File: src/rtl/bsrb_pkg.sv
// bsrb_pkg: shared constants, types and helpers of the beam slot ring buffer
`timescale 1ns / 1ps

package bsrb_pkg;

    // ring geometry
    localparam int MAX_SLOTS = 256;
    localparam int IDX_W     = $clog2(MAX_SLOTS);
    localparam int CNT_W     = IDX_W + 1;
    localparam int SC_W      = 9;
    localparam int EFF_W     = (SC_W > CNT_W) ? SC_W : CNT_W;

    // field widths
    localparam int FUNC_W    = 2;
    localparam int LEN_W     = 16;
    localparam int BYTES_W   = 16;
    localparam int OFF_W     = 24;
    localparam int STAT_W    = 2;
    localparam int DROP_W    = 32;
    localparam int PROD_W    = IDX_W + BYTES_W;
    localparam int CFG_IDX_W = 8;
    localparam int CFG_DAT_W = 16;

    // reset values of the configuration registers
    localparam logic [SC_W-1:0]    SLOT_COUNT_RST = SC_W'(256);
    localparam logic [BYTES_W-1:0] SLOT_BYTES_RST = BYTES_W'(2048);

    // configuration register indexes
    localparam logic [CFG_IDX_W-1:0] REG_SLOT_COUNT = CFG_IDX_W'(0);
    localparam logic [CFG_IDX_W-1:0] REG_SLOT_BYTES = CFG_IDX_W'(1);

    // function codes
    localparam logic [FUNC_W-1:0] FN_WRITE_DONE = 2'd0;
    localparam logic [FUNC_W-1:0] FN_GET_BEAM   = 2'd1;
    localparam logic [FUNC_W-1:0] FN_RESYNC     = 2'd2;

    // status codes
    localparam logic [STAT_W-1:0] ST_OK    = 2'd0;
    localparam logic [STAT_W-1:0] ST_EMPTY = 2'd1;
    localparam logic [STAT_W-1:0] ST_DROP  = 2'd2;

    // contents of the middle pipeline stage
    typedef struct packed {
        logic [STAT_W-1:0] status;
        logic              rd_ok;
        logic [IDX_W-1:0]  ridx;
        logic [IDX_W-1:0]  widx;
        logic [DROP_W-1:0] drops;
    } t_s1;

    // effective slot count, clamped into 2..MAX_SLOTS
    function automatic logic [EFF_W-1:0] eff_count(input logic [SC_W-1:0] sc);
        logic [EFF_W-1:0] v;
        v = EFF_W'(sc);
        if (v < EFF_W'(2)) begin
            v = EFF_W'(2);
        end else if (v > EFF_W'(MAX_SLOTS)) begin
            v = EFF_W'(MAX_SLOTS);
        end
        return v;
    endfunction

    // next index around the ring
    function automatic logic [IDX_W-1:0] ring_next(input logic [IDX_W-1:0] idx,
                                                   input logic [EFF_W-1:0] eff);
        logic [EFF_W-1:0] v;
        v = EFF_W'(idx) + EFF_W'(1);
        return (v >= eff) ? '0 : v[IDX_W-1:0];
    endfunction

endpackage

File: src/rtl/bsrb_ram.sv
// bsrb_ram: generic single write port, single read port ram with registered read
`timescale 1ns / 1ps

module bsrb_ram #(
    parameter int WIDTH = 16,
    parameter int DEPTH = 256
) (
    input  logic                     i_clk,
    input  logic                     i_we,
    input  logic [$clog2(DEPTH)-1:0] i_waddr,
    input  logic [WIDTH-1:0]         i_wdata,
    input  logic                     i_re,
    input  logic [$clog2(DEPTH)-1:0] i_raddr,
    output logic [WIDTH-1:0]         o_rdata
);

    logic [WIDTH-1:0] r_mem [DEPTH];
    logic [WIDTH-1:0] r_rdata;

    // write port
    always_ff @(posedge i_clk) begin
        if (i_we) begin
            r_mem[i_waddr] <= i_wdata;
        end
    end

    // read port, data holds until the next read
    always_ff @(posedge i_clk) begin
        if (i_re) begin
            r_rdata <= r_mem[i_raddr];
        end
    end

    assign o_rdata = r_rdata;

endmodule

File: src/rtl/beam_slot_ring_buffer_top.sv
// beam_slot_ring_buffer_top: ring of beam slots with stored lengths and a drop counter
`timescale 1ns / 1ps

// Usage
//   Input channel (i_in_valid / o_in_ready) carries one command per transfer:
//   write_done with a beam length, get_beam, or resync. Every command gives
//   exactly one result on the output channel (o_out_valid / i_out_ready):
//   status, read offset and length, next write offset and the drop count.
//   Configuration channel (i_cfg_valid / o_cfg_ready, always ready) writes
//   slot_count (index 0) and slot_bytes (index 1); write only while idle.
//   The result passes the middle stage, which waits for the registered read
//   of the slot length ram, and then the output register.
//   Throughput: one command per cycle while the receiver keeps up.
//   Reset: read and write index and drop count clear, slot_count becomes
//   256 and slot_bytes 2048. The length ram is not cleared; a slot is only
//   read after it has been written.
//   Stall: the middle stage and output register hold their items; o_in_ready
//   drops while both are full and i_out_ready is low, rises as the output is taken.
module beam_slot_ring_buffer_top
    import bsrb_pkg::*;
(
    input  logic                  i_clk,
    input  logic                  i_rst_n,
    // command channel
    input  logic                  i_in_valid,
    output logic                  o_in_ready,
    input  logic [FUNC_W-1:0]     i_func,
    input  logic [LEN_W-1:0]      i_beam_length,
    // result channel
    output logic                  o_out_valid,
    input  logic                  i_out_ready,
    output logic [STAT_W-1:0]     o_status,
    output logic [OFF_W-1:0]      o_read_offset,
    output logic [LEN_W-1:0]      o_read_length,
    output logic [OFF_W-1:0]      o_write_offset,
    output logic [DROP_W-1:0]     o_drops,
    // configuration channel
    input  logic                  i_cfg_valid,
    output logic                  o_cfg_ready,
    input  logic [CFG_IDX_W-1:0]  i_cfg_index,
    input  logic [CFG_DAT_W-1:0]  i_cfg_data
);

    logic [SC_W-1:0]    r_slot_count;
    logic [BYTES_W-1:0] r_slot_bytes;
    logic [IDX_W-1:0]   r_read_idx, n_read_idx;
    logic [IDX_W-1:0]   r_write_idx, n_write_idx;
    logic [DROP_W-1:0]  r_drops, n_drops;

    logic               r_s1_valid;
    t_s1                r_s1, n_s1;

    logic               r_out_valid;
    logic [STAT_W-1:0]  r_out_status;
    logic [OFF_W-1:0]   r_out_roff;
    logic [LEN_W-1:0]   r_out_rlen;
    logic [OFF_W-1:0]   r_out_woff;
    logic [DROP_W-1:0]  r_out_drops;

    logic [EFF_W-1:0]   w_eff;
    logic [IDX_W-1:0]   w_wnext;
    logic [IDX_W-1:0]   w_rnext;
    logic               w_full;
    logic               w_empty;
    logic               w_adv_out;
    logic               w_s1_ready;
    logic               w_accept;
    logic               w_ram_we;
    logic               w_ram_re;
    logic [LEN_W-1:0]   w_ram_rdata;
    logic [PROD_W-1:0]  w_rprod;
    logic [PROD_W-1:0]  w_wprod;

    // pipeline flow control
    assign w_adv_out  = !r_out_valid || i_out_ready;
    assign w_s1_ready = !r_s1_valid || w_adv_out;
    assign w_accept   = i_in_valid && w_s1_ready;

    assign o_in_ready  = w_s1_ready;
    assign o_cfg_ready = 1'b1;

    // configuration registers
    always_ff @(posedge i_clk) begin
        if (!i_rst_n) begin
            r_slot_count <= SLOT_COUNT_RST;
            r_slot_bytes <= SLOT_BYTES_RST;
        end else if (i_cfg_valid) begin
            if (i_cfg_index == REG_SLOT_COUNT) begin
                r_slot_count <= i_cfg_data[SC_W-1:0];
            end else if (i_cfg_index == REG_SLOT_BYTES) begin
                r_slot_bytes <= i_cfg_data[BYTES_W-1:0];
            end
        end
    end

    // ring pointer arithmetic
    assign w_eff   = eff_count(r_slot_count);
    assign w_wnext = ring_next(r_write_idx, w_eff);
    assign w_rnext = ring_next(r_read_idx, w_eff);
    assign w_full  = (w_wnext == r_read_idx);
    assign w_empty = (r_read_idx == r_write_idx);

    // command decode and next state
    always_comb begin
        n_read_idx  = r_read_idx;
        n_write_idx = r_write_idx;
        n_drops     = r_drops;
        w_ram_we    = 1'b0;
        w_ram_re    = 1'b0;
        n_s1.status = ST_OK;
        n_s1.rd_ok  = 1'b0;
        case (i_func)
            FN_WRITE_DONE: begin
                w_ram_we = 1'b1;
                if (w_full) begin
                    if (r_drops != '1) begin
                        n_drops = r_drops + DROP_W'(1);
                    end
                    n_s1.status = ST_DROP;
                end else begin
                    n_write_idx = w_wnext;
                end
            end
            FN_GET_BEAM: begin
                if (w_empty) begin
                    n_s1.status = ST_EMPTY;
                end else begin
                    w_ram_re    = 1'b1;
                    n_s1.rd_ok  = 1'b1;
                    n_read_idx  = w_rnext;
                end
            end
            FN_RESYNC: begin
                n_read_idx = r_write_idx;
            end
            default: begin
            end
        endcase
        n_s1.ridx  = r_read_idx;
        n_s1.widx  = n_write_idx;
        n_s1.drops = n_drops;
    end

    // ring state
    always_ff @(posedge i_clk) begin
        if (!i_rst_n) begin
            r_read_idx  <= '0;
            r_write_idx <= '0;
            r_drops     <= '0;
        end else if (w_accept) begin
            r_read_idx  <= n_read_idx;
            r_write_idx <= n_write_idx;
            r_drops     <= n_drops;
        end
    end

    // slot length memory
    bsrb_ram #(
        .WIDTH (LEN_W),
        .DEPTH (MAX_SLOTS)
    ) u_len_ram (
        .i_clk   (i_clk),
        .i_we    (w_accept && w_ram_we),
        .i_waddr (r_write_idx),
        .i_wdata (i_beam_length),
        .i_re    (w_accept && w_ram_re),
        .i_raddr (r_read_idx),
        .o_rdata (w_ram_rdata)
    );

    // middle stage, waits for the ram read
    always_ff @(posedge i_clk) begin
        if (!i_rst_n) begin
            r_s1_valid <= 1'b0;
        end else if (w_s1_ready) begin
            r_s1_valid <= w_accept;
        end
    end

    always_ff @(posedge i_clk) begin
        if (w_accept) begin
            r_s1 <= n_s1;
        end
    end

    // offset scaling
    assign w_rprod = PROD_W'(r_s1.ridx) * PROD_W'(r_slot_bytes);
    assign w_wprod = PROD_W'(r_s1.widx) * PROD_W'(r_slot_bytes);

    // output register
    always_ff @(posedge i_clk) begin
        if (!i_rst_n) begin
            r_out_valid <= 1'b0;
        end else if (w_adv_out) begin
            r_out_valid <= r_s1_valid;
        end
    end

    always_ff @(posedge i_clk) begin
        if (w_adv_out && r_s1_valid) begin
            r_out_status <= r_s1.status;
            r_out_roff   <= w_rprod[OFF_W-1:0];
            r_out_rlen   <= r_s1.rd_ok ? w_ram_rdata : '0;
            r_out_woff   <= w_wprod[OFF_W-1:0];
            r_out_drops  <= r_s1.drops;
        end
    end

    assign o_out_valid    = r_out_valid;
    assign o_status       = r_out_status;
    assign o_read_offset  = r_out_roff;
    assign o_read_length  = r_out_rlen;
    assign o_write_offset = r_out_woff;
    assign o_drops        = r_out_drops;

    // checks

    // a dropped beam is always counted
    a_drop_counted: assert property (@(posedge i_clk) disable iff (!i_rst_n)
        o_out_valid && (o_status == ST_DROP) |-> (o_drops != '0))
        else $error("drop reported with zero drop count");

    // only a successful get hands out a length
    a_len_only_ok: assert property (@(posedge i_clk) disable iff (!i_rst_n)
        o_out_valid && (o_status != ST_OK) |-> (o_read_length == '0))
        else $error("nonzero length on a failed command");

    // a write_done into a ring with room moves the write index
    a_write_moves: assert property (@(posedge i_clk) disable iff (!i_rst_n)
        w_accept && (i_func == FN_WRITE_DONE) && !w_full
        |=> (r_write_idx != $past(r_write_idx)))
        else $error("write index did not advance");

    // a stalled middle stage keeps its item
    a_s1_holds: assert property (@(posedge i_clk) disable iff (!i_rst_n)
        r_s1_valid && !w_adv_out |=> r_s1_valid && $stable(r_s1))
        else $error("middle stage lost an item under stall");

endmodule
File: config.mk
export PLATFORM = sky130hd
export DESIGN_NAME = beam_slot_ring_buffer_top
export DESIGN_NICKNAME = d
export VERILOG_FILES = /design/src/rtl/bsrb_pkg.sv /design/src/rtl/bsrb_ram.sv /design/src/rtl/beam_slot_ring_buffer_top.sv
export SDC_FILE = /design/constraint.sdc
export NUM_CORES = 2
export LEC_CHECK = 0
export BUFFER_PORTS_ARGS = -buffer_cell sky130_fd_sc_hd__buf_2
export CAP_MARGIN = 10
export CORE_MARGIN = 2
export CORE_UTILIZATION = 50
export DETAILED_ROUTE_END_ITERATION = 7
export GPL_TIMING_DRIVEN = 1
export PLACE_DENSITY = 0.7
export REMOVE_ABC_BUFFERS = 1
export SYNTH_ARGS = -nofsm -noshare
export SYNTH_HDL_FRONTEND = slang
export SYNTH_HIERARCHICAL = 1
export SYNTH_SLANG_ARGS = --single-unit
File: constraint.sdc
create_clock -name i_clk -period 5.4 [get_ports i_clk]
set_input_delay 0.27 -clock i_clk [delete_from_list [all_inputs] [get_ports i_clk]]
set_output_delay 0.27 -clock i_clk [all_outputs]
set_load 0.01 [all_outputs]
### Yosys cells after proc, flatten, opt, wreduce, memory -nomap -nowiden

Memories as Yosys holds them, arrays and structs flattened. A register that Yosys moved wholly into a read port is not among the register bits.
Index checks and enable logic that the tools add are counted.

| word-level totals | value |
|---|---|
| register bits | 224 |
| RAM bits | 4096 |
| bits of input ports | 47 |
| output and inout port bits | 101 |
| word-level logic and storage cells | 68 |
| memories | 1 |

| operators by class | value |
|---|---|
| add/subtract/negate cells | 3 |
| $mul | 2 |
| magnitude comparators | 4 |
| equality and inequality tests | 7 |
| mux-type cells | 19 |
| bitwise logic cells | 1 |
| reductions and logical operators | 14 |

Memory list:

| memory | depth | bits a word | read ports | clocked after Yosys merged registers in | wr ports | line | source |
|---|---|---|---|---|---|---|---|
| u_len_ram.r_mem | 256 | 16 | 1 | 1 | 1 | bsrb_ram.sv:17 | `logic [WIDTH-1:0] r_mem [DEPTH];` |

Operator list:

| cell | number |
|---|---|
| 2-to-1 mux 32 bit | 3 |
| multiplier 8 x 16 -> 24 bit | 2 |
| 2-to-1 mux 8 bit | 5 |
| adder 32 x 1 -> 32 bit (second input constant) | 1 |
| != test 32 bit (second input constant) | 1 |
| adder 8 x 1 -> 9 bit (second input constant) | 2 |
| >= comparator 9 bit | 2 |
| 2-to-1 mux 9 bit | 2 |
| equality test 8 bit | 2 |
| one-hot mux 8 bit (2 select lines) | 1 |
| greater-than comparator 9 bit (second input constant) | 1 |
| < comparator 9 x 2 -> 1 bit (second input constant) | 1 |
| equality test 8 x 1 -> 1 bit (second input constant) | 1 |
| logical NOT 8 bit | 1 |
| 2-to-1 mux 1 bit | 6 |
| AND reduction 3 bit | 2 |
| logical AND 1 bit | 4 |
| one-hot mux 2 bit (2 select lines) | 1 |
| equality test 2 x 1 -> 1 bit (second input constant) | 1 |
| equality test 2 bit (second input constant) | 1 |
| logical NOT 1 bit | 2 |
| logical NOT 2 bit | 1 |
| logical OR 1 bit | 2 |
| 2-to-1 mux 2 bit | 1 |
| 4 further kinds | 4 |

### Depth between registers and ports, before layout

| depth | value |
|---|---|
| depth after elaboration | 8 |
| depth in mapped cells | 19 |
| depth with buffers taken out | 18 |

### Hierarchy

Netlist, hierarchy kept.

By module, submodules not included:

| module | instances | cells each | area each (um2) | seq. area each (um2) |
|---|---|---|---|---|
| bsrb_ram | 1 | 7360 | 158874.9 | 123478.4 |
| beam_slot_ring_buffer_top | 1 | 1742 | 17838.4 | 5975.7 |

### Worst setup path before layout

No wires, ideal clock.

| timing | value |
|---|---|
| kind | register to register |
| start | reg r_out_valid (netlist: o_out_valid) |
| end | reg r_out_drops[0] (netlist: o_drops[0]), enable pin |
| setup time | 0.567 ns |
| arrival | 4.846 ns |
| data required time | 4.833 ns |
| slack | -0.013 ns |
| stages on the path, launching flop included | 3 |
| buffers on the path | 0 |
| clock period less this slack | 5.413 ns |
| cells stage by stage | dfxtp_1 nor2b_1 nor2b_1 |

| between the ends | value |
|---|---|
| longest elaborated chain between the ends | 3 |

RTL lines:

| what | line | source |
|---|---|---|
| from (decl) | beam_slot_ring_buffer_top.sv:53 | `logic r_out_valid;` |
| from (signal assigned) | beam_slot_ring_buffer_top.sv:195 | `r_out_valid <= r_s1_valid;` |
| logical NOT 1 bit | beam_slot_ring_buffer_top.sv:75 | `assign w_adv_out = !r_out_valid \|\| i_out_ready;` |
| logical OR 1 bit | beam_slot_ring_buffer_top.sv:75 |  |
| logical AND 1 bit | beam_slot_ring_buffer_top.sv:200 | `if (w_adv_out && r_s1_valid) begin` |
| to (signal assigned) | beam_slot_ring_buffer_top.sv:205 | `r_out_drops <= r_s1.drops;` |
| to (decl) | beam_slot_ring_buffer_top.sv:58 | `logic [DROP_W-1:0] r_out_drops;` |

Every way passes these cells.
A chain may end at the register's enable or synchronous reset.

### Worst setup path in the final report

| timing | value |
|---|---|
| start | reg r_s1[39] (netlist bit) |
| end | reg r_out_woff[23] (netlist: o_write_offset[23]) (data pin) |

| between the ends | value |
|---|---|
| longest elaborated chain between the ends | 1 |

RTL lines:

| what | line | source |
|---|---|---|
| from (decl) | beam_slot_ring_buffer_top.sv:51 | `t_s1 r_s1, n_s1;` |
| from (signal assigned) | beam_slot_ring_buffer_top.sv:182 | `r_s1 <= n_s1;` |
| multiplier 8 x 16 -> 24 bit | beam_slot_ring_buffer_top.sv:188 | `assign w_wprod = PROD_W'(r_s1.widx) * PROD_W'(r_slot_bytes);` |
| via w_wprod[23] | beam_slot_ring_buffer_top.sv:72 | `logic [PROD_W-1:0] w_wprod;` |
| to (signal assigned) | beam_slot_ring_buffer_top.sv:204 | `r_out_woff <= w_wprod[OFF_W-1:0];` |
| to (decl) | beam_slot_ring_buffer_top.sv:57 | `logic [OFF_W-1:0] r_out_woff;` |

The timed path passes the listed nets, and every way through them passes these cells.

==> metrics.md <==
| Metric | Value |
|---|---|
| Crit Path Category | register to register |
| GPL Wtd Cong | roughly 0.88 |
| Slowest CP cell | fa_1 |
| Startpoint types | register |
| Post-synth EDFFs | 4,261 |
| Gr usage total | 0.250 |
| DP Wirelength | 271 mm |
| Final net count | 10,100 |
| Initial DRC Count | between 10,000 and 15,000 |
| Final Power | 69.5 mW |
| Hold Path Origin | i_cfg_data[8] |
| First-pass GRT wire length | about 650 mm |
| Hold WC Path Type | input port to register |
| Worst stage delay on the critical path | roughly 0.54 ns |
| Status | finished, final reports clean |
| Worst vdd ir | between 0.2 and 0.3 mV |
| Overall die height | about 600 um |
| Actual slew at the worst max-slew pin | approximately 1.3 ns |
| Synthesized area per cell | ~19 um^2 |
| Filler Cells Inserted | about 25,000 |
| DRC errors left | 0 |
| Clock period minus worst slack | between 5 and 6 ns |
| Top cell type's share of synthesized area | 0.724 |
| Worst Slack Setup Final | between 0.2 and 0.25 ns |
| Final Non-Filler Cells | between 10,000 and 15,000 |
| Area of the mapped netlist | 177,000 um^2 |
| Vias in the first global route | approximately 92,000 |
| CP Max Fanout | 7 |
| Clock sinks | around 4,300 |
| Worst Skew | 0.0898 ns |
| FP Rows | about 220 |
| Sequential-to-total area share from yosys stat | 0.733 |
| Final period utilization | 0.963 |
| Dominant cell type by area after synthesis | edfxtp_1 |
| Post-route ant nets | 0 |
| CP required | between 6 and 7 ns |
| Initial Util | 0.502 |
| CTS tree | done |
| Full die area | roughly 360,000 um^2 |
| Clock latency on the worst-skew pair | between 0.9 and 1 ns |
| Pre-CTS WS | -0.0703 ns |
| #FFs+latches synth | roughly 4,300 |
| CP startpoint | r_s1[39] |
| Number of port buffers | around 150 |
| Crit path top cell by count | fa_1 |
| Power per cell area | about 350 nW/um^2 |
| Met1 wire length | 175 mm |
| Pin count of the biggest net entering global routing | 193 |
| WHS | ~0.19 ns |
| Clk root buf | clkbuf_16 |
| Top-Level Pins | about 150 |
| Commonest register cell after synthesis | edfxtp_1 |
| Ys async rst share | 0 |
| Lkg Pwr | 63.5 nW |
| Synthesis Warnings | 6 |
| Die W | 598 um |
| Layout area overhead | 13.2% |
| Routed wl met2 | around 210 mm |
| Max Slew Vio Count | 0 |
| Remaining Overflow, GRT | 0 |
| Htree depth | 5 |
| Routed wl met3 | approximately 47 mm |
| Clock buffer depth | 4 |
| Reg clk slew, reported paths | ~0.07 ns |
| Initial antenna violation count | 14 |
| WL per Instance | 30.4 um |
| R2r startpoint | r_s1[39] |
| Slew headroom | 0.159 |
| Final wirelength | roughly 450 mm |
| RSZ-0062 raised after global routing | yes |
| Maxcap violations | 0 |
| Layout cells sized above 1 | 0.230 |
| Setup-failing EPs final | 0 |
| Placed cell count | 14,000 |
| Netlist cell types | approximately 90 |
| Vias | just over 90,000 |
| Total CTS buffers | around 420 |
| Worst Setup End Kind | register |
| Via-to-Cell Ratio | ~6.3 |
| Max Freq | 192 MHz |
| Core footprint | between 300,000 and 400,000 um^2 |
| Worst EP arrival | 5.88 ns |
| Final hold vios | 0 |
| Cells along the critical path | buf_4 -> and2_1 -> fa_1 -> fa_1 -> fa_1 -> inv_1 -> fa_1 -> inv_1 -> ha_1 -> or4_1 -> o221ai_2 -> nand4_1 -> a21o_1 -> a41o_1 -> a21oi_1 -> xnor2_1 |
| Highest metal used | met5 |
| DRT Pass-1 Iters | 8 |
| Top post-synthesis cells by area | edfxtp_1 72%, mux4_2 10%, mux2i_1 3.4% |
| Util after Layout | 0.568 |
| Cells after Synth | approximately 9,000 |
## per-stage QoR
stage | TNS [ns] | area [um^2]
2_1_floorplan | -5879.48 | 174000
3_3_place_gp | 0 | 185000
3_5_place_dp | -0.128 | 185000
4_1_cts | 0 | 200000
5_1_grt | -0.0514 | 200000
6_report | 0 | 200000
## metal layers
layer	vias to the layer above	track usage
met2	5293	0.391
li1	38400	-
met4	8	0.0911
met5	-	0
met3	797	0.0503
met1	49000	0.350
## where the power goes
part           leakage (nW)  switching [mW]  internal, mW
Sequential             39.0          0.0597          37.0
Clock                  6.84            12.7          17.0
Combinational          17.6            1.67          1.07
## cell usage in the layout, fill, tap and decap left out, types with 18 or more instances in the layout
cell type	n
edfxtp_1	4261
mux4_2	797
mux2i_1	598
buf_4	500
clkbuf_16	427
nor2_1	352
o221ai_1	253
and2_1	241
a21oi_1	227
inv_1	217
fa_1	168
o22ai_1	153
nand2_1	144
buf_2	130
nor3_1	109
ha_1	109
clkinv_2	95
mux2_2	92
clkinv_1	92
o21ai_0	82
nand3_1	72
dfxtp_1	63
clkbuf_1	62
xnor2_1	56
dlygate4sd3_1	54
bufinv_16	51
a22oi_1	48
buf_12	45
nand4_1	40
nor2_2	34
a22o_1	33
xor2_1	31
a221oi_1	30
nor4_1	29
and3_1	25
a211oi_1	23
o31ai_1	22
nand2b_1	21
clkinvlp_4	20
nor2b_1	18
## synth_stat cells (8+ instances only)
master     instances
a2111oi_0          8
a211oi_1          23
a21o_1            15
a21oi_1          227
a221oi_1          30
a22o_1            33
a22oi_1           48
a31oi_1            8
and2_1           241
and3_1            25
buf_1             31
buf_2             85
buf_4             30
buf_6             80
buf_8             11
clkbuf_1         285
dfxtp_1           75
edfxtp_1        4261
fa_1             168
ha_1             109
inv_1            221
mux2_2            92
mux2i_1          598
mux4_2           797
nand2_1          144
nand2b_1          22
nand3_1           75
nand3b_1           8
nand4_1           40
nor2_1           386
nor2b_1           19
nor3_1           111
nor3b_1            8
nor4_1            30
o211ai_1           9
o21ai_0           84
o221ai_1         254
o22ai_1          153
o31ai_1           22
o32ai_1           21
or2_2              8
or3_1             16
or4_1              8
xnor2_1           56
xor2_1            31
## logic make-up (layout without fill, tap and decap cells)
group           after synthesis  count (layout)  synth area share
flops                      4336            4336             0.733
mux                        1487            1487             0.141
simple gates               1178            1178            0.0338
compound gates              981             981            0.0391
buf+inv                     751            1757            0.0218
fa+ha+maj                   277             277            0.0267
xor+xnor                     91              91           0.00472
other cells                   1              12         0.0000212
## timing repair
action / CTS / global route
buffers inserted: 4 / 4
hold buffers: 54 / 0
pin swaps: 0 / 0
gates resized for setup: 3 / 10
setup endpoints to repair: 3 / 6
gates cloned: 0 / 0
endpoints found under the hold margin: 1492 / 0
## final timing paths
kind | cells after the start | slack (ns) | endpoint
hold / removal | 4 | 0.19 | r_slot_bytes[8]
setup / recovery | 16 | 0.20 | o_write_offset[23]
hold reg to reg | 0 | 0.42 | o_drops[6]
setup reg to reg | 16 | 0.20 | o_write_offset[23]
## registers in the layout, indices dropped and copies added (netlist names), 9 cells and up
register           flops
o_drops               32
o_read_length         16
o_read_offset         24
o_write_offset        24
r_drops               32
r_s1                  51
r_slot_bytes          16
r_slot_count           9
u_len_ram/o_rdata     16
u_len_ram/r_mem     4096
## critical path, delay by kind of cell, from the launching register on
family	cells	cell delay, ns
buffers and inverters	3	0.32
flip-flops	1	0.47
adder cells (fa/ha/maj)	5	2.36
XOR/XNOR	1	0.08
AO/OA/AOI/OAI	4	0.80
AND/OR/NAND/NOR	3	0.90
## final cells by class
cell class | instances | area, um^2 | share of cell area
Sequential cell | 4336 | 129000 | 0.648
Inverter | 223 | 850 | 0.00425
Multi-Input combinational cell | 4015 | 43600 | 0.218
Antenna cell | 11 | 27.5 | 0.000138
Timing Repair Buffer | 745 | 6090 | 0.0304
Clock buffer | 491 | 10900 | 0.0547
Clock inverter | 298 | 3030 | 0.0152
Tap cell | 4730 | 5920 | 0.0296
Power figures use the tool's default switching activity.
